[config.mk]
export PLATFORM = sky130hd
export DESIGN_NAME = wifi_to_ethernet_decap_top
export DESIGN_NICKNAME = d
export VERILOG_FILES = /design/src/design/w2ed_pkg.sv /design/src/design/w2ed_front.sv /design/src/design/w2ed_queue.sv /design/src/design/w2ed_back.sv /design/src/design/wifi_to_ethernet_decap_top.sv
export SDC_FILE = /design/constraint.sdc
export NUM_CORES = 1
export LEC_CHECK = 0
export ABC_CLOCK_PERIOD_IN_PS = 7200
export BUFFER_PORTS_ARGS = -buffer_cell sky130_fd_sc_hd__buf_2
export CAP_MARGIN = 20
export CORE_ASPECT_RATIO = 1.2
export CORE_MARGIN = 5
export CORE_UTILIZATION = 50
export CTS_BUF_LIST = sky130_fd_sc_hd__clkbuf_8
export DETAILED_ROUTE_END_ITERATION = 6
export HOLD_SLACK_MARGIN = 0.03
export PLACE_DENSITY = 0.61
export REMOVE_ABC_BUFFERS = 1
export SLEW_MARGIN = 5
export SYNTH_ARGS = -nofsm -noshare
export SYNTH_HDL_FRONTEND = slang
export SYNTH_SLANG_ARGS = --single-unit
[constraint.sdc]
create_clock -name clock -period 7.2 [get_ports clock]
set_input_delay 1.08 -clock clock [delete_from_list [all_inputs] [get_ports clock]]
set_output_delay 1.08 -clock clock [all_outputs]
set_load 0.01 [all_outputs]
[src/design/w2ed_pkg.sv]
// Package for the 802.11 to Ethernet decapsulator.
// Holds the shared constants and the queue entry type used by the front,
// queue and back modules.
`timescale 1ns / 1ps
`default_nettype none

package w2ed_pkg;

   // Ethernet header: destination, source, ethertype.
   localparam int HDR_BYTES   = 14;
   localparam int ENTRY_BITS  = 8 * HDR_BYTES;
   localparam int QUEUE_DEPTH = 4;

   // Byte position counter and its saturation point.
   localparam int          POS_BITS = 6;
   localparam logic [5:0]  POS_SAT  = 6'd40;

   // 802.11 header length pieces.
   localparam logic [5:0]  HDR_BASE_LEN = 6'd24;
   localparam logic [5:0]  ADDR4_EXTRA  = 6'd6;
   localparam logic [5:0]  QOS_EXTRA    = 6'd2;
   localparam logic [5:0]  LLC_LEN      = 6'd6;

   // Configuration register indexes.
   localparam logic CSR_STRICT_MODE = 1'b0;
   localparam logic CSR_INSERT_HDR  = 1'b1;

   // One queue entry: either a whole Ethernet header or one payload byte.
   // A payload byte sits in the top byte of data, where header byte 0 sits.
   typedef struct packed {
      logic                    is_hdr;
      logic                    last;
      logic [ENTRY_BITS-1:0]   data;
   } q_entry_type;

endpackage

`default_nettype wire

[src/design/w2ed_front.sv]
// Front part of the decapsulator: parses the 802.11 byte stream, holds the
// configuration registers and pushes header or payload entries to the queue.
// Depends on w2ed_pkg.
`timescale 1ns / 1ps
`default_nettype none

module w2ed_front (
   input  wire logic                  clock,
   input  wire logic                  reset,
   input  wire logic                  csr_we,
   input  wire logic                  csr_addr,
   input  wire logic                  csr_wdata,
   input  wire logic                  req_tvalid,
   input  wire logic [7:0]            req_tdata,
   input  wire logic                  req_tlast,
   input  wire logic                  req_tuser,
   input  wire logic                  q_ready,
   output logic                       req_tready,
   output logic                       q_push,
   output w2ed_pkg::q_entry_type      q_entry
);

   logic        strict_ff, strict_in;
   logic        insert_ff, insert_in;
   logic [5:0]  pos_ff, pos_in;
   logic [7:0]  cb0_ff, cb0_in;
   logic [1:0]  dir_ff, dir_in;
   logic [5:0]  hl_ff, hl_in;
   logic        pad_ff, pad_in;
   logic        drop_ff, drop_in;
   logic [47:0] dest_ff, dest_in;
   logic [47:0] src_ff, src_in;
   logic [15:0] eth_ff, eth_in;

   logic        accept;
   logic        wep;
   logic        in_llc;
   logic        llc_miss;
   logic        drop_next;
   logic        push_hdr;
   logic        push_pay;
   logic [5:0]  llc_off;
   logic [5:0]  len_raw;
   logic [5:0]  len_pad;
   logic [1:0]  dslot;
   logic [1:0]  sslot;
   logic [1:0]  slot;
   logic        in_addr;

   // Expected LLC/SNAP byte for each offset into the LLC header.
   function automatic logic [7:0] snap_byte(input logic [2:0] off);
      logic [7:0] val;
      case (off)
         3'd0:    val = 8'hAA;
         3'd1:    val = 8'hAA;
         3'd2:    val = 8'h03;
         default: val = 8'h00;
      endcase
      return val;
   endfunction

   assign req_tready = q_ready;
   assign accept     = req_tvalid && req_tready;

   // Configuration writes.
   always_comb begin
      strict_in = strict_ff;
      insert_in = insert_ff;
      if (csr_we) begin
         case (csr_addr)
            w2ed_pkg::CSR_STRICT_MODE: strict_in = csr_wdata;
            w2ed_pkg::CSR_INSERT_HDR:  insert_in = csr_wdata;
            default:                   strict_in = strict_ff;
         endcase
      end
   end

   // Header length from the two control bytes and the pad flag.
   always_comb begin
      len_raw = w2ed_pkg::HDR_BASE_LEN;
      if (req_tdata[1:0] == 2'b11) begin
         len_raw = len_raw + w2ed_pkg::ADDR4_EXTRA;
      end
      if ((cb0_ff & 8'h8C) == 8'h88) begin
         len_raw = len_raw + w2ed_pkg::QOS_EXTRA;
      end
      len_pad = len_raw;
      if (pad_ff && (len_raw[1:0] != 2'b00)) begin
         len_pad = {len_raw[5:2] + 4'd1, 2'b00};
      end
   end

   // Address slot of this byte and the slots that feed destination and source.
   always_comb begin
      in_addr = (pos_ff >= 6'd4) && (pos_ff < 6'd22);
      if (pos_ff < 6'd10) begin
         slot = 2'd0;
      end else if (pos_ff < 6'd16) begin
         slot = 2'd1;
      end else begin
         slot = 2'd2;
      end
      dslot = (dir_ff == 2'd1) ? 2'd2 : 2'd0;
      sslot = (dir_ff == 2'd2) ? 2'd2 : 2'd1;
   end

   // Drop decision for the current byte.
   assign wep       = (pos_ff == 6'd1) && req_tdata[6];
   assign in_llc    = (pos_ff >= 6'd2) && (pos_ff >= hl_ff)
                      && (pos_ff < hl_ff + w2ed_pkg::LLC_LEN);
   assign llc_off   = pos_ff - hl_ff;
   assign llc_miss  = in_llc && strict_ff && (req_tdata != snap_byte(llc_off[2:0]));
   assign drop_next = drop_ff || wep || llc_miss;

   assign push_hdr = (pos_ff >= 6'd2) && !drop_next && insert_ff
                     && (pos_ff == hl_ff + 6'd7);
   assign push_pay = (pos_ff >= 6'd2) && !drop_next && (pos_ff >= hl_ff + 6'd8);

   // Entry toward the queue.
   always_comb begin
      q_push        = accept && (push_hdr || push_pay);
      q_entry.last  = req_tlast;
      q_entry.is_hdr = push_hdr;
      if (push_hdr) begin
         q_entry.data = {dest_ff, src_ff, eth_ff[7:0], req_tdata};
      end else begin
         q_entry.data = {req_tdata, {(w2ed_pkg::ENTRY_BITS - 8){1'b0}}};
      end
   end

   // Parser state update for each accepted item.
   always_comb begin
      pos_in  = pos_ff;
      cb0_in  = cb0_ff;
      dir_in  = dir_ff;
      hl_in   = hl_ff;
      pad_in  = pad_ff;
      drop_in = drop_ff;
      dest_in = dest_ff;
      src_in  = src_ff;
      eth_in  = eth_ff;
      if (accept) begin
         if (pos_ff == 6'd0) begin
            cb0_in = req_tdata;
            pad_in = req_tuser;
         end else if (pos_ff == 6'd1) begin
            dir_in = req_tdata[1:0];
            hl_in  = len_pad;
         end
         if (in_addr && (slot == dslot)) begin
            dest_in = {dest_ff[39:0], req_tdata};
         end
         if (in_addr && (slot == sslot)) begin
            src_in = {src_ff[39:0], req_tdata};
         end
         if ((pos_ff >= 6'd2) && ((pos_ff == hl_ff + 6'd6) || (pos_ff == hl_ff + 6'd7))) begin
            eth_in = {eth_ff[7:0], req_tdata};
         end
         if (req_tlast) begin
            pos_in  = '0;
            drop_in = 1'b0;
         end else begin
            pos_in  = (pos_ff < w2ed_pkg::POS_SAT) ? pos_ff + 6'd1 : w2ed_pkg::POS_SAT;
            drop_in = drop_next;
         end
      end
   end

   // Control registers.
   always_ff @(posedge clock) begin
      if (reset) begin
         strict_ff <= 1'b0;
         insert_ff <= 1'b1;
         pos_ff    <= '0;
         cb0_ff    <= '0;
         dir_ff    <= '0;
         hl_ff     <= w2ed_pkg::HDR_BASE_LEN;
         pad_ff    <= 1'b0;
         drop_ff   <= 1'b0;
      end else begin
         strict_ff <= strict_in;
         insert_ff <= insert_in;
         pos_ff    <= pos_in;
         cb0_ff    <= cb0_in;
         dir_ff    <= dir_in;
         hl_ff     <= hl_in;
         pad_ff    <= pad_in;
         drop_ff   <= drop_in;
      end
   end

   // Address and ethertype stores.
   always_ff @(posedge clock) begin
      dest_ff <= dest_in;
      src_ff  <= src_in;
      eth_ff  <= eth_in;
   end

endmodule

`default_nettype wire

[src/design/w2ed_queue.sv]
// Short queue between the parsing front and the output back.
// Holds header and payload entries; depends on w2ed_pkg.
`timescale 1ns / 1ps
`default_nettype none

module w2ed_queue #(
   parameter int DEPTH = w2ed_pkg::QUEUE_DEPTH
) (
   input  wire logic                  clock,
   input  wire logic                  reset,
   input  wire logic                  push,
   input  wire w2ed_pkg::q_entry_type push_entry,
   input  wire logic                  pop,
   output logic                       in_ready,
   output logic                       out_valid,
   output w2ed_pkg::q_entry_type      out_entry
);

   localparam int PTR_BITS = $clog2(DEPTH);
   localparam int CNT_BITS = $clog2(DEPTH + 1);

   w2ed_pkg::q_entry_type mem [DEPTH];

   logic [PTR_BITS-1:0] wr_ptr_ff, wr_ptr_in;
   logic [PTR_BITS-1:0] rd_ptr_ff, rd_ptr_in;
   logic [CNT_BITS-1:0] count_ff, count_in;
   logic                do_push;
   logic                do_pop;

   assign in_ready  = (count_ff != CNT_BITS'(DEPTH));
   assign out_valid = (count_ff != '0);
   assign out_entry = mem[rd_ptr_ff];
   assign do_push   = push && in_ready;
   assign do_pop    = pop && out_valid;

   // Pointer and fill count update.
   always_comb begin
      wr_ptr_in = wr_ptr_ff;
      rd_ptr_in = rd_ptr_ff;
      count_in  = count_ff;
      if (do_push) begin
         wr_ptr_in = (wr_ptr_ff == PTR_BITS'(DEPTH - 1)) ? '0 : wr_ptr_ff + 1'b1;
      end
      if (do_pop) begin
         rd_ptr_in = (rd_ptr_ff == PTR_BITS'(DEPTH - 1)) ? '0 : rd_ptr_ff + 1'b1;
      end
      if (do_push && !do_pop) begin
         count_in = count_ff + 1'b1;
      end else if (do_pop && !do_push) begin
         count_in = count_ff - 1'b1;
      end
   end

   always_ff @(posedge clock) begin
      if (reset) begin
         wr_ptr_ff <= '0;
         rd_ptr_ff <= '0;
         count_ff  <= '0;
      end else begin
         wr_ptr_ff <= wr_ptr_in;
         rd_ptr_ff <= rd_ptr_in;
         count_ff  <= count_in;
      end
   end

   // Entry storage.
   always_ff @(posedge clock) begin
      if (do_push) begin
         mem[wr_ptr_ff] <= push_entry;
      end
   end

endmodule

`default_nettype wire

[src/design/w2ed_back.sv]
// Back part of the decapsulator: takes entries from the queue and sends them
// as output items, fourteen for a header entry and one for a payload entry.
// Depends on w2ed_pkg.
`timescale 1ns / 1ps
`default_nettype none

module w2ed_back (
   input  wire logic                  clock,
   input  wire logic                  reset,
   input  wire logic                  q_valid,
   input  wire w2ed_pkg::q_entry_type q_entry,
   input  wire logic                  rsp_tready,
   output logic                       q_pop,
   output logic                       rsp_tvalid,
   output logic [7:0]                 rsp_tdata,
   output logic                       rsp_tlast
);

   localparam logic [3:0] HDR_LAST = 4'(w2ed_pkg::HDR_BYTES - 1);

   w2ed_pkg::q_entry_type ent_ff, ent_in;
   logic                  vld_ff, vld_in;
   logic [3:0]            idx_ff, idx_in;
   logic                  fire;
   logic                  done;
   logic                  load;
   logic [6:0]            bit_off;

   assign fire    = vld_ff && rsp_tready;
   assign done    = !ent_ff.is_hdr || (idx_ff == HDR_LAST);
   assign load    = !vld_ff || (fire && done);
   assign q_pop   = load && q_valid;

   // Byte select: header byte 0 sits in the top byte of the entry.
   assign bit_off    = {HDR_LAST - idx_ff, 3'b000};
   assign rsp_tvalid = vld_ff;
   assign rsp_tdata  = ent_ff.data[bit_off +: 8];
   assign rsp_tlast  = ent_ff.last && done;

   // Load a new entry or step through the header bytes.
   always_comb begin
      ent_in = ent_ff;
      vld_in = vld_ff;
      idx_in = idx_ff;
      if (load) begin
         vld_in = q_valid;
         ent_in = q_entry;
         idx_in = '0;
      end else if (fire) begin
         idx_in = idx_ff + 4'd1;
      end
   end

   always_ff @(posedge clock) begin
      if (reset) begin
         vld_ff <= 1'b0;
         idx_ff <= '0;
      end else begin
         vld_ff <= vld_in;
         idx_ff <= idx_in;
      end
   end

   always_ff @(posedge clock) begin
      ent_ff <= ent_in;
   end

endmodule

`default_nettype wire

[src/design/wifi_to_ethernet_decap_top.sv]
// 802.11 to Ethernet decapsulator, byte-serial.
// Input channel req_*: one 802.11 frame byte per item, req_tlast on the
//   final byte, req_tuser the pad flag taken from the first byte.
// Output channel rsp_*: the Ethernet frame, optional 14-byte header then
//   payload, rsp_tlast on its final byte.
// Configuration: csr_we writes csr_wdata to register csr_addr
//   (0 strict LLC check, 1 header insertion); write only while idle.
// Throughput: one input item per cycle while the queue has space. A
//   payload byte is written into the queue, then loaded into the back
//   part's output register, from which it is presented on the output.
//   The Ethernet header is fourteen output items from one queue entry,
//   sent one after another by the back part; the input stalls only when
//   the queue between front and back is full, so the output port's one
//   byte per cycle while rsp_tready is high sets the long-run rate.
// Reset clears the parser, empties the queue, sets strict mode off and
//   header insertion on; no clearing pass is needed.
// When the receiver holds rsp_tready low, the output holds its item and
//   the queue fills; req_tready then falls until space frees up.
// Depends on w2ed_pkg, w2ed_front, w2ed_queue and w2ed_back.
`timescale 1ns / 1ps
`default_nettype none

module wifi_to_ethernet_decap_top #(
   parameter int QUEUE_DEPTH = w2ed_pkg::QUEUE_DEPTH
) (
   input  wire logic        clock,
   input  wire logic        reset,
   input  wire logic        csr_we,
   input  wire logic        csr_addr,
   input  wire logic        csr_wdata,
   input  wire logic        req_tvalid,
   output logic             req_tready,
   input  wire logic [7:0]  req_tdata,   // [7:0] data_byte
   input  wire logic        req_tlast,
   input  wire logic        req_tuser,   // [0] header_padded
   output logic             rsp_tvalid,
   input  wire logic        rsp_tready,
   output logic [7:0]       rsp_tdata,   // [7:0] out_byte
   output logic             rsp_tlast
);

   w2ed_pkg::q_entry_type push_entry;
   w2ed_pkg::q_entry_type pop_entry;
   logic                  push;
   logic                  pop;
   logic                  q_ready;
   logic                  q_valid;

   // Parsing front.
   w2ed_front u_front (
      .clock      (clock),
      .reset      (reset),
      .csr_we     (csr_we),
      .csr_addr   (csr_addr),
      .csr_wdata  (csr_wdata),
      .req_tvalid (req_tvalid),
      .req_tdata  (req_tdata),
      .req_tlast  (req_tlast),
      .req_tuser  (req_tuser),
      .q_ready    (q_ready),
      .req_tready (req_tready),
      .q_push     (push),
      .q_entry    (push_entry)
   );

   // Entry queue.
   w2ed_queue #(
      .DEPTH (QUEUE_DEPTH)
   ) u_queue (
      .clock      (clock),
      .reset      (reset),
      .push       (push),
      .push_entry (push_entry),
      .pop        (pop),
      .in_ready   (q_ready),
      .out_valid  (q_valid),
      .out_entry  (pop_entry)
   );

   // Output back.
   w2ed_back u_back (
      .clock      (clock),
      .reset      (reset),
      .q_valid    (q_valid),
      .q_entry    (pop_entry),
      .rsp_tready (rsp_tready),
      .q_pop      (pop),
      .rsp_tvalid (rsp_tvalid),
      .rsp_tdata  (rsp_tdata),
      .rsp_tlast  (rsp_tlast)
   );

endmodule

`default_nettype wire

Word level (Yosys, flattened, before mapping)
Memories as Yosys holds them, arrays and structs flattened. A register that Yosys moved wholly into a read port is not among the register bits.
Index checks and enable logic that the tools add are counted.
{"block": "classes", "addsub": 13, "multipliers": 0, "div": 0, "n_lt_le_gt_ge": 9, "eq_ne": 16, "shift": 1, "muxes": 18, "n_bitwise": 2, "reduce_logical": 49}
{"op": "two-way mux 112 bit", "n": 1}
{"op": "indexed part select 112 x 8 -> 8 bit", "n": 1}
{"op": "logical AND 1 bit", "n": 24}
{"op": "two-way mux 6 bit", "n": 4}
{"op": "case mux 8 bit (2 select lines)", "n": 1}
{"op": "adder 6 x 3 -> 6 bit, second input constant", "n": 2}
{"op": "== test 6 bit", "n": 2}
{"op": ">= comparator 6 bit", "n": 2}
{"op": "less-than comparator 6 x 5 -> 1 bit, second input constant", "n": 2}
{"op": "two-way mux 2 bit", "n": 6}
{"op": "AND reduction 2 bit", "n": 6}
{"op": "two-way mux 3 bit", "n": 3}
{"op": "adder 4 x 1 -> 4 bit, second input constant", "n": 2}
{"op": "== test 2 bit, second input constant", "n": 4}
{"op": "inequality test 8 bit", "n": 1}
{"op": "adder 5 x 2 -> 6 bit, second input constant", "n": 1}
{"op": "adder 6 x 1 -> 6 bit, second input constant", "n": 1}
{"op": "adder 6 x 4 -> 6 bit, second input constant", "n": 1}
{"op": "== test 6 x 1 -> 1 bit, second input constant", "n": 1}
{"op": ">= comparator 6 x 2 -> 1 bit, second input constant", "n": 1}
{"op": ">= comparator 6 x 3 -> 1 bit, second input constant", "n": 1}
{"op": "logical NOT 6 bit", "n": 1}
{"op": "logical OR 1 bit", "n": 6}
{"op": "less-than comparator 6 x 4 -> 1 bit, second input constant", "n": 1}
{"op": "22 further kinds", "n": 33}
{"block": "word_totals", "reg_bits": 142, "latch_bits": 0, "ram_bits": 456, "romBits": 0, "inputBits": 17, "output_inout_bits": 11, "memories": 1}
{"memory": "u_queue.mem", "words": 4, "word_bits": 114, "rd": 1, "rd_clocked_by_memory_dff": 1, "write_ports": 1, "line": "w2ed_queue.sv:22", "source": "w2ed_pkg::q_entry_type mem [DEPTH];"}

Longest topological paths before layout
Gate-level depths: netlist of run 1.
{"block": "depth", "depth_word": 18, "ltp_mapped": 17, "depth_no_buf": 17}

By module
From an unflattened synthesis of run 1, not the netlist that was laid out.
{"block": "unflattened", "cells_unflattened": 1298, "hier_area_um2": 27081.0}
{"mod": "w2ed_queue", "n_inst": 1, "cells_each": 644, "area_per_inst_um2": 16912.5, "seq_area_each_um2": 13873.3}
{"mod": "w2ed_front", "n_inst": 1, "cells_each": 420, "area_per_inst_um2": 5516.5, "seq_area_each_um2": 3503.4}
{"mod": "w2ed_back", "n_inst": 1, "cells_each": 234, "area_per_inst_um2": 4652.0, "seq_area_each_um2": 3523.4}

Least setup slack after synthesis of run 1
No wires, ideal clock.
{"block": "synth_path", "path_kind": "input to register", "from": "input port rsp_tready", "to": "register u_back.idx_ff[1]", "setup_ns": 0.071, "arrival_ns": 4.250, "required_time_ns": 7.129, "slack_ns": 2.879, "cell_stages": 4, "path_buffers": 0, "path_cell_list": "nand2_1 nand2_1 or2_2 a21oi_1"}
{"block": "synth_between", "elab_chain_len": 4}
{"element": "start, declared", "line": "wifi_to_ethernet_decap_top.sv:37", "source": "input wire logic rsp_tready,"}
{"element": "logical AND 1 bit", "line": "w2ed_back.sv:29", "source": "assign fire = vld_ff && rsp_tready;"}
{"element": "logical AND 1 bit", "line": "w2ed_back.sv:31", "source": "assign load = !vld_ff || (fire && done);"}
{"element": "logical OR 1 bit", "line": "w2ed_back.sv:31"}
{"element": "named net u_back.load", "line": "w2ed_back.sv:26", "source": "logic load;"}
{"element": "OR reduction 2 bit (no source line)"}
{"element": "end signal, assigned", "line": "w2ed_back.sv:60", "source": "idx_ff <= idx_in;"}
{"element": "end, declared", "line": "w2ed_back.sv:23", "source": "logic [3:0] idx_ff, idx_in;"}
The timed path passes the listed nets, and every way through them passes these cells.
A chain may end at the register's enable or synchronous reset.

Worst setup path in the final report of run 1
{"block": "layout_path", "from": "register u_back.idx_ff[1]", "to": "output port rsp_tdata[2]"}
{"block": "layout_between", "elab_chain_len": 2}
{"element": "subtractor 4 bit", "line": "w2ed_back.sv:35", "source": "assign bit_off = {HDR_LAST - idx_ff, 3'b000};"}
{"element": "indexed part select 112 x 8 -> 8 bit", "line": "w2ed_back.sv:37", "source": "assign rsp_tdata = ent_ff.data[bit_off +: 8];"}
{"element": "end, declared", "line": "wifi_to_ethernet_decap_top.sv:38", "source": "output logic [7:0] rsp_tdata,"}
No other way between the ends.

==> results of run 1 <==
==> worst max-delay path by stage <==
stage	startpoint	endpoint	slack (ps)
3_5_place_dp	req_tdata[3]	u_queue.mem[0][73]	2800
5_1_grt	u_back.idx_ff[1]	rsp_tdata[2]	2180
4_1_cts	u_back.idx_ff[1]	rsp_tdata[2]	2250
6_report	u_back.idx_ff[1]	rsp_tdata[2]	2440
3_3_place_gp	req_tdata[3]	u_queue.mem[0][72]	2800
2_1_floorplan	u_queue.rd_ptr_ff[0]	u_queue.rd_ptr_ff[0]	1480
==> area by class of cell <==
class	instances	area, sq um
multi-input combinational	506	5650
fill	4108	23700
antenna	1	2.50
clock buffer	119	1640
tap	712	891
timing repair buffer	45	295
sequential	705	20900
inverter	16	60.1
clock inverter	77	337
==> through the flow <==
step	instances	hold slack [ps]	setup WS, ps	power [mW]
floorplan	1227	417	1480	6.37
global placement	1984	421	2800	6.55
detailed placement	1984	424	2800	6.57
CTS	2180	427	2250	9.59
global route	2181	436	2180	9.89
finish	2181	426	2440	9.43
==> cells in the mapped netlist (9+ instances only) <==
cell	number	area share (%)
nand2_1	31	0.43
mux2i_1	30	1.1
dfxtp_1	31	2.3
buf_1	9	0.13
buf_6	11	0.46
edfxtp_1	674	75
nand3_1	12	0.22
inv_1	16	0.22
clkbuf_1	24	0.34
mux4_2	133	11
and2_1	108	2.5
ha_1	30	1.4
buf_2	9	0.17
a211oi_1	10	0.28
o21ai_0	19	0.35
a21oi_1	20	0.37
nor2_1	29	0.41
==> power groups by stage <==
stage / combinational, mW / sequential (mW) / clock [mW]
2_1_floorplan: 1.09 / 5.28 / 0
3_3_place_gp: 1.31 / 5.24 / 0
3_5_place_dp: 1.32 / 5.25 / 0
4_1_cts: 1.33 / 5.17 / 3.09
5_1_grt: 1.40 / 5.20 / 3.29
6_report: 1.28 / 5.15 / 2.99
==> worst max-delay path, stage by stage (launching register included) <==
cell and delay, ps:
dfxtp_1 330, buf_4 480, ha_1 350, xor2_2 810, o221ai_1 470, o22ai_1 280
a21oi_1 100, buf_2 180
==> cell families after synthesis <==
kind of cell	Yosys count	synth area share, %
XOR/XNOR	11	0.359
multiplexers	172	12.7
flip-flops	705	77.8
adder cells (fa/ha/maj)	31	1.47
buffers and inverters	71	1.36
AO/OA/AOI/OAI	78	1.94
AND/OR/NAND/NOR	214	4.43
==> registers in the layout, indices dropped and copies added (netlist names), 4 cells and up <==
name and flops:
u_queue.mem 456, u_back.ent_ff 114, u_front.dest_ff 48, u_front.src_ff 48, u_front.eth_ff 8, u_front.pos_ff 6, u_back.idx_ff 4, u_front.hl_ff 4
==> metal layers <==
metal,track usage [%],vias to the layer above,share of wire [%],wire (microns)
li1,-,5400,-,-
met1,22.6,6352,42,20800
met2,29.7,240,52,25900
met3,3.38,65,4.4,2200
met4,5.50,0,1.8,907
met5,0,-,0,0
==> flow_summary.yaml, run 1 <==
logic_synthesis:
  ys_ff_latch: 705
  synth.distinct_cells: 56
  synth_edf_count: 674
  synth_area_per_cell_sq_um: 20.9
  ys_warn_count: 0
  synthFlopType: "edfxtp_1"
  synth_seq_area_share_pct: 77.8
  async_flop_share_pct: 0
  syn_inst: 1282
  netlist_area_sq_um: 26800
finish:
  final_cell_area_sq_um: 29700
  layout_common_cells: "edfxtp_1, mux4_2, clkbuf_8"
  area_delta_synth_final_pct: 10.9
  fin_nets: 1429
  final_core_util_pct: 55.7
  drive_gt1_share_pct: 23.6
  final_common_cell: "edfxtp_1"
power_and_ir_drop:
  clockPowerShare_pct: 31.7
  p_int_mw: 7.18
  p_comb_share_pct: 13.6
  p_seq_share_pct: 54.7
  peakVddDrop_uv: 199
  p_leak_nw: 10.1
  switching_share_pct: 23.9
  pwr_density_cell_nw_per_um2: 317
  switchingPower_mw: 2.25
detailed_routing:
  drt_wl_total_microns: 49900
  wl_per_cell_microns: 22.9
  drt-vias-per-instance: 5.53
  first_pass_iters: 5
  drcViolationCount: 0
  postRouteAntennaNets: 0
  vias: 12057
  drt_iter0_drc: 893
timing:
  period_needed_ps: 4760
  hold_violations: 0
  rsz0062_at_grt: "no"
  setup_violations: 0
  final_max_slew_viol_count: 0
  period_share_pct: 66.2
  clock.fmax_mhz: 210
  tightest_slew_ps: 1050
  setup_tns_ps: 0
  relSlewSlack_pct: 30.1
  clock_skew_ps: 31.8
setup_path:
  cp_max_fo: 24
  cp_data_arrival_time_ps: 3680
  cp.required_ps: 6120
  r2r_start: "u_front.hl_ff[1]"
  end_kind: "primary output"
  startpoint_type: "flip-flop"
  r2r_slack_ps: 3230
  r2r_cells: 12
  crit_type: "flip-flop to primary output"
  worst_r2r_endpoint: "u_queue.mem[1][1]"
placed_design:
  hpwl_microns: 26000
  place_area_sq_um: 27800
  gp_congestion: 0.766
  portBuffers: 27
worst_hold_path:
  hold_class: "flip-flop to flip-flop"
  hold_end: "u_front.src_ff[27]"
  hold_depth: 0
  min-delay-start: "u_front.src_ff[19]"
grt:
  grt_usage_pct: 17.3
  gr-total-overflow: 0
  grt_pass1_vias: 13199
  grt_pass1_wl_microns: 77800
  grt_max_degree: 117
  antenna_found_initial: 2
clock_network:
  ctsHoldBuffers: 0
  clk_path_buf_depth: 3
  path_clk_slew_ps: 60
  cts.repair.resized: 0
  cts-root-buf: "clkbuf_8"
  clk_latency_ps: 680
  cts_setup_buffers: 0
  cts_tree: "yes"
  htree_levels: 3
  cts_sinks: 705
  numCtsBuffers: 107
die:
  io_pins: 28
  placementRows: 93
  die_area_sq_um: 58400
  coreArea_sq_um: 53400
  die_h_microns: 264
  dieWidth_microns: 221
  initial_core_util_pct: 50.2
job:
  cap_violations: 0
outcome:
  status: "finished, final reports clean"
No activity file was read; power rests on OpenSTA's default activity.
==> run 2: changes to the inputs <==
ABC_AREA = 1   (was not set)
ABC_CLOCK_PERIOD_IN_PS = 4050   (was 7200)
PLACE_DENSITY = 0.64   (was 0.61)
clock period = 4.05 ns   (was 7.2 ns; I/O delays follow)
==> flow_summary.yaml, run 2 <==
timing:
  clock.fmax_mhz: 267
  setup_violations: 0
  rsz0062_at_grt: "no"
  final_max_slew_viol_count: 0
  relSlewSlack_pct: 36.3
  layout_setup_ws_ps: 311
  period_share_pct: 92.3
  setup_tns_ps: 0
  period_needed_ps: 3740
  clock_skew_ps: 21.6
  hold_violations: 0
  tightest_slew_ps: 955
clock_network:
  cts_tree: "yes"
  path_clk_slew_ps: 60
  clk_latency_ps: 670
  htree_levels: 3
  cts.repair.resized: 0
  numCtsBuffers: 100
  ctsHoldBuffers: 0
  cts_setup_buffers: 0
  cts_sinks: 705
  clk_path_buf_depth: 3
  cts-root-buf: "clkbuf_8"
finish:
  fin_nets: 2201
  final_common_cell: "edfxtp_1"
  reg_top3: "u_queue.mem (456), u_back.ent_ff (114)"
  fillers: 4488
  area_delta_synth_final_pct: 10.8
  largest_register_ffs: 456
  final_core_util_pct: 55.7
  top_register: "u_queue.mem"
  multi_input_area_sq_um: 6080
  layout_common_cells: "edfxtp_1, nor2_1, o21ai_0"
  seq_area_sq_um: 20900
  drive_gt1_share_pct: 13.6
  final_cell_area_sq_um: 31100
logic_synthesis:
  yosys.area.top_type: "edfxtp_1"
  synth_area_per_cell_sq_um: 13.4
  netlist_area_sq_um: 28100
  syn_inst: 2093
  synth_seq_area_share_pct: 74.2
  synth_edf_count: 674
  synth_top_area_share_pct: 72.0
  async_flop_share_pct: 0
  yosys-top-cells-area: "edfxtp_1, o21ai_0, nor2_1"
  ys_top_cells_by_count: "edfxtp_1, nor2_1, o21ai_0"
  ys_warn_count: 0
  ys_ff_latch: 705
  synth.most_common_cell: "edfxtp_1"
  synthFlopType: "edfxtp_1"
  synth.distinct_cells: 42
grt:
  grt_max_degree: 119
  grt_usage_pct: 20.0
  grt_pass1_wl_microns: 95000
  gr-total-overflow: 0
  grt_pass1_vias: 16759
  antenna_found_initial: 2
setup_path:
  crit_chain: "inv_1 > ha_1 > inv_1 > nor2_1 > buf_4 > buf_4 > o21ai_0 > o21ai_0 > nand2_1 > nand2_1 > buf_2"
  crit_type: "flip-flop to primary output"
  end_kind: "primary output"
  cp.required_ps: 3440
  startpoint_type: "flip-flop"
  cp_max_fo: 5
  cp_data_arrival_time_ps: 3130
  crit_path_max_incr_delay_ps: 470
  slowest_stage: "nor2_1"
power_and_ir_drop:
  pwr_density_cell_nw_per_um2: 553
  peakVddDrop_uv: 283
  p_leak_nw: 12.1
  p_total_mw: 17.2
detailed_routing:
  drt_iter0_drc: 1214
  drt_wl_total_microns: 60700
  vias: 16366
  drcViolationCount: 2
  wl_per_cell_microns: 20.5
  drt-vias-per-instance: 5.52
  first_pass_iters: 7
  postRouteAntennaNets: 0
worst_hold_path:
  hold_class: "input pin to flip-flop"
die:
  placementRows: 95
  dieWidth_microns: 226
  initial_core_util_pct: 50.3
  coreArea_sq_um: 55900
  die_h_microns: 270
  die_area_sq_um: 61100
  io_pins: 28
placed_design:
  place_area_sq_um: 29200
  gp_congestion: 0.803
  portBuffers: 27
  pre_cts_slack_ps: 428
  hpwl_microns: 31900
outcome:
  violations: "DRC"
  status: "finished with violations"
job:
  cap_violations: 0
==> run 2: logic make-up after synthesis <==
kind of cell	share of synthesized area, %
simple gates	10.2
xor+xnor	0.218
buf+inv	4.32
fa+ha+maj	1.41
compound gates	9.67
flops	74.2
==> run 2: metrics by stage <==
stage               hold WS, ps  cells
finish                      176   2963
global route                159   2963
CTS                         112   2962
detailed placement          435   2778
global placement            428   2778
floorplan                   426   1986
==> run 2: metal layers <==
layer | up-vias | part of all wire [%] | track usage (%) | routed length [microns]
li1 | 7642 | - | - | -
met3 | 106 | 5.5 | 3.02 | 3330
met1 | 8149 | 42 | 26.9 | 25300
met4 | 0 | 3.0 | 6.95 | 1820
met2 | 469 | 50 | 33.4 | 30200
met5 | - | 0 | 0 | 0
==> run 2: layout make-up <==
cell class	instances	area share [%]
Sequential cell	705	67.0
Clock buffer	109	4.82
Multi-Input combinational cell	1105	19.5
Timing Repair Buffer	65	2.07
Inverter	176	2.15
Antenna cell	1	0.00804
Clock inverter	75	1.48
Tap cell	727	2.92
==> run 2: critical path, delay by kind of cell (launching register included) <==
kind                     cells  cell delay [ps]
adder cells (fa/ha/maj)      1              340
AO/OA/AOI/OAI                2              320
AND/OR/NAND/NOR              3              710
buffers and inverters        5              750
flip-flops                   1              320
==> run 2: path summary, 6_finish.rpt <==
check,start,end,slack [ps],cells past startpoint
hold reg to reg,u_front.dest_ff[2],u_front.dest_ff[10],440,0
hold / removal,req_tuser,u_front.pad_ff,180,3
setup / recovery,u_back.idx_ff[1],rsp_tdata[7],310,11
setup reg to reg,u_front.hl_ff[1],u_queue.count_ff[2],400,21
==> run 2: where the power goes <==
group          switching, mW  total [mW]  internal (mW)
registers              0.228        8.93           8.70
clock network           2.57        5.43           2.86
logic                   1.98        2.87          0.893
total                   4.78        17.2           12.4
==> run 3: changes to the inputs <==
ABC_AREA = not set   (was 1)
MAX_ROUTING_LAYER = met4   (was not set)
RECOVER_POWER = 25   (was not set)
==> flow_summary.yaml, run 3 (synthesis results as in run 1) <==
outcome:
  status: "finished with violations"
  violations: "capacitance limit, slew limit"
grt:
  grt_pass1_vias: 12967
  grt_pass1_wl_microns: 77000
  grt_use_met3_pct: 3.21
  antenna_found_initial: 2
  top_usage_layer: "met2"
  grt_max_degree: 97
  grt_use_met1_pct: 22.7
  gr-total-overflow: 0
  grt_usage_pct: 17.7
  grt_util_met2_pct: 28.8
setup_path:
  r2r_slack_ps: 430
  cp.required_ps: 4370
  crit_type: "flip-flop to flip-flop"
  cp_data_arrival_time_ps: 3940
  r2r_start: "u_back.idx_ff[0]"
  startpoint_type: "flip-flop"
  cp_max_fo: 37
  worst_r2r_endpoint: "u_back.ent_ff[45]"
  end_kind: "flip-flop"
  r2r_cells: 5
job:
  cap_violations: 3
detailed_routing:
  drt_wl_total_microns: 49700
  vias: 12194
  wl_per_cell_microns: 22.6
  drcViolationCount: 0
  drt-vias-per-instance: 5.56
  drt_iter0_drc: 731
  postRouteAntennaNets: 0
  first_pass_iters: 5
worst_hold_path:
  min-delay-start: "req_tuser"
  hold_class: "input pin to flip-flop"
  hold_end: "u_front.pad_ff"
  hold_depth: 3
die:
  dieWidth_microns: 221
  die_area_sq_um: 58400
  io_pins: 28
  placementRows: 93
  initial_core_util_pct: 50.2
  die_h_microns: 264
  coreArea_sq_um: 53400
timing:
  period_needed_ps: 3620
  hold_violations: 0
  clock.fmax_mhz: 276
  whs_ps: 172
  tightest_slew_ps: 2090
  period_share_pct: 89.5
  relSlewSlack_pct: -39.8
  rsz0062_at_grt: "no"
  layout_setup_ws_ps: 426
  final_max_slew_viol_count: 82
  setup_tns_ps: 0
  setup_violations: 0
  clock_skew_ps: 26.4
placed_design:
  gp_congestion: 0.821
  portBuffers: 27
  pre_cts_slack_ps: 535
  hpwl_microns: 28600
  place_area_sq_um: 28100
  place_inst: 2007
clock_network:
  cts.repair.resized: 0
  cts_setup_buffers: 0
  ctsHoldBuffers: 0
  cts_sinks: 705
  cts_tree: "yes"
  htree_levels: 3
  numCtsBuffers: 104
  clk_path_buf_depth: 3
  path_clk_slew_ps: 60
  clk_latency_ps: 700
  cts-root-buf: "clkbuf_8"
finish:
  layout_common_cells: "edfxtp_1, mux4_2, and2_1, clkbuf_8, inv_1"
  fillers: 4011
  final_cell_area_sq_um: 30000
  reg_top3: "u_queue.mem (456), u_back.ent_ff (114)"
  area_delta_synth_final_pct: 11.8
  top_register: "u_queue.mem"
  fin_nets: 1449
  largest_register_ffs: 456
  final_common_cell: "edfxtp_1"
  drive_gt1_share_pct: 22.9
  final_core_util_pct: 56.1
  fin_cells: 2195
power_and_ir_drop:
  peakVddDrop_uv: 375
  pwr_density_cell_nw_per_um2: 561
  p_total_mw: 16.8
  p_leak_nw: 10.2
[run 3: changes by cell type in the layout (fill, tap and decap cells not counted), moves of 106 or more]
cell,delta
nor2_1,-306
o21ai_0,-292
inv_1,-145
mux4_2,+133
o22ai_1,-126
and2_1,+106
[run 3: area by class of cell]
| cell class | instances | area [sq um] | share of cell area [%] |
|---|---|---|---|
| well taps | 712 | 891 | 2.97 |
| multi-input cells | 506 | 5620 | 18.7 |
| clock inverters | 80 | 444 | 1.48 |
| flip-flops and latches | 705 | 20900 | 69.6 |
| inverters | 16 | 60.1 | 0.200 |
| repair buffers | 68 | 634 | 2.12 |
| diodes | 1 | 2.50 | 0.00834 |
| clock buffers | 107 | 1470 | 4.91 |
[run 3: routing by layer]
| layer | wire (microns) | part of all wire, % |
|---|---|---|
| met2 | 25300 | 51 |
| met1 | 20900 | 42 |
| met4 | 1270 | 2.6 |
| met3 | 2240 | 4.5 |
| met5 | 0 | 0 |
[run 3: worst max-delay path by stage]
stage,endpoint,cells after the start,slack (ps),startpoint
after floorplan,u_queue.rd_ptr_ff[0],4,-1670,u_queue.rd_ptr_ff[0]
after global placement,u_queue.count_ff[2],16,580,u_front.hl_ff[1]
after detailed placement,u_queue.count_ff[2],16,540,u_front.hl_ff[1]
after CTS,rsp_tdata[0],7,320,u_back.idx_ff[1]
after global routing,u_back.ent_ff[39],2,150,u_queue.rd_ptr_ff[0]
final,u_back.ent_ff[45],5,430,u_back.idx_ff[0]
[run 3: critical path: stages, from the launching register on]
cell and delay [ps]:
dfxtp_2 750, nand3_1 170, nand2_1 160, nand2_1 80, nand2_1 1400, clkbuf_2 650
[run 3: power breakdown]
part / internal [mW] / switching (mW)
registers: 8.80 / 0.327
clock network: 2.66 / 2.61
logic: 1.30 / 1.14
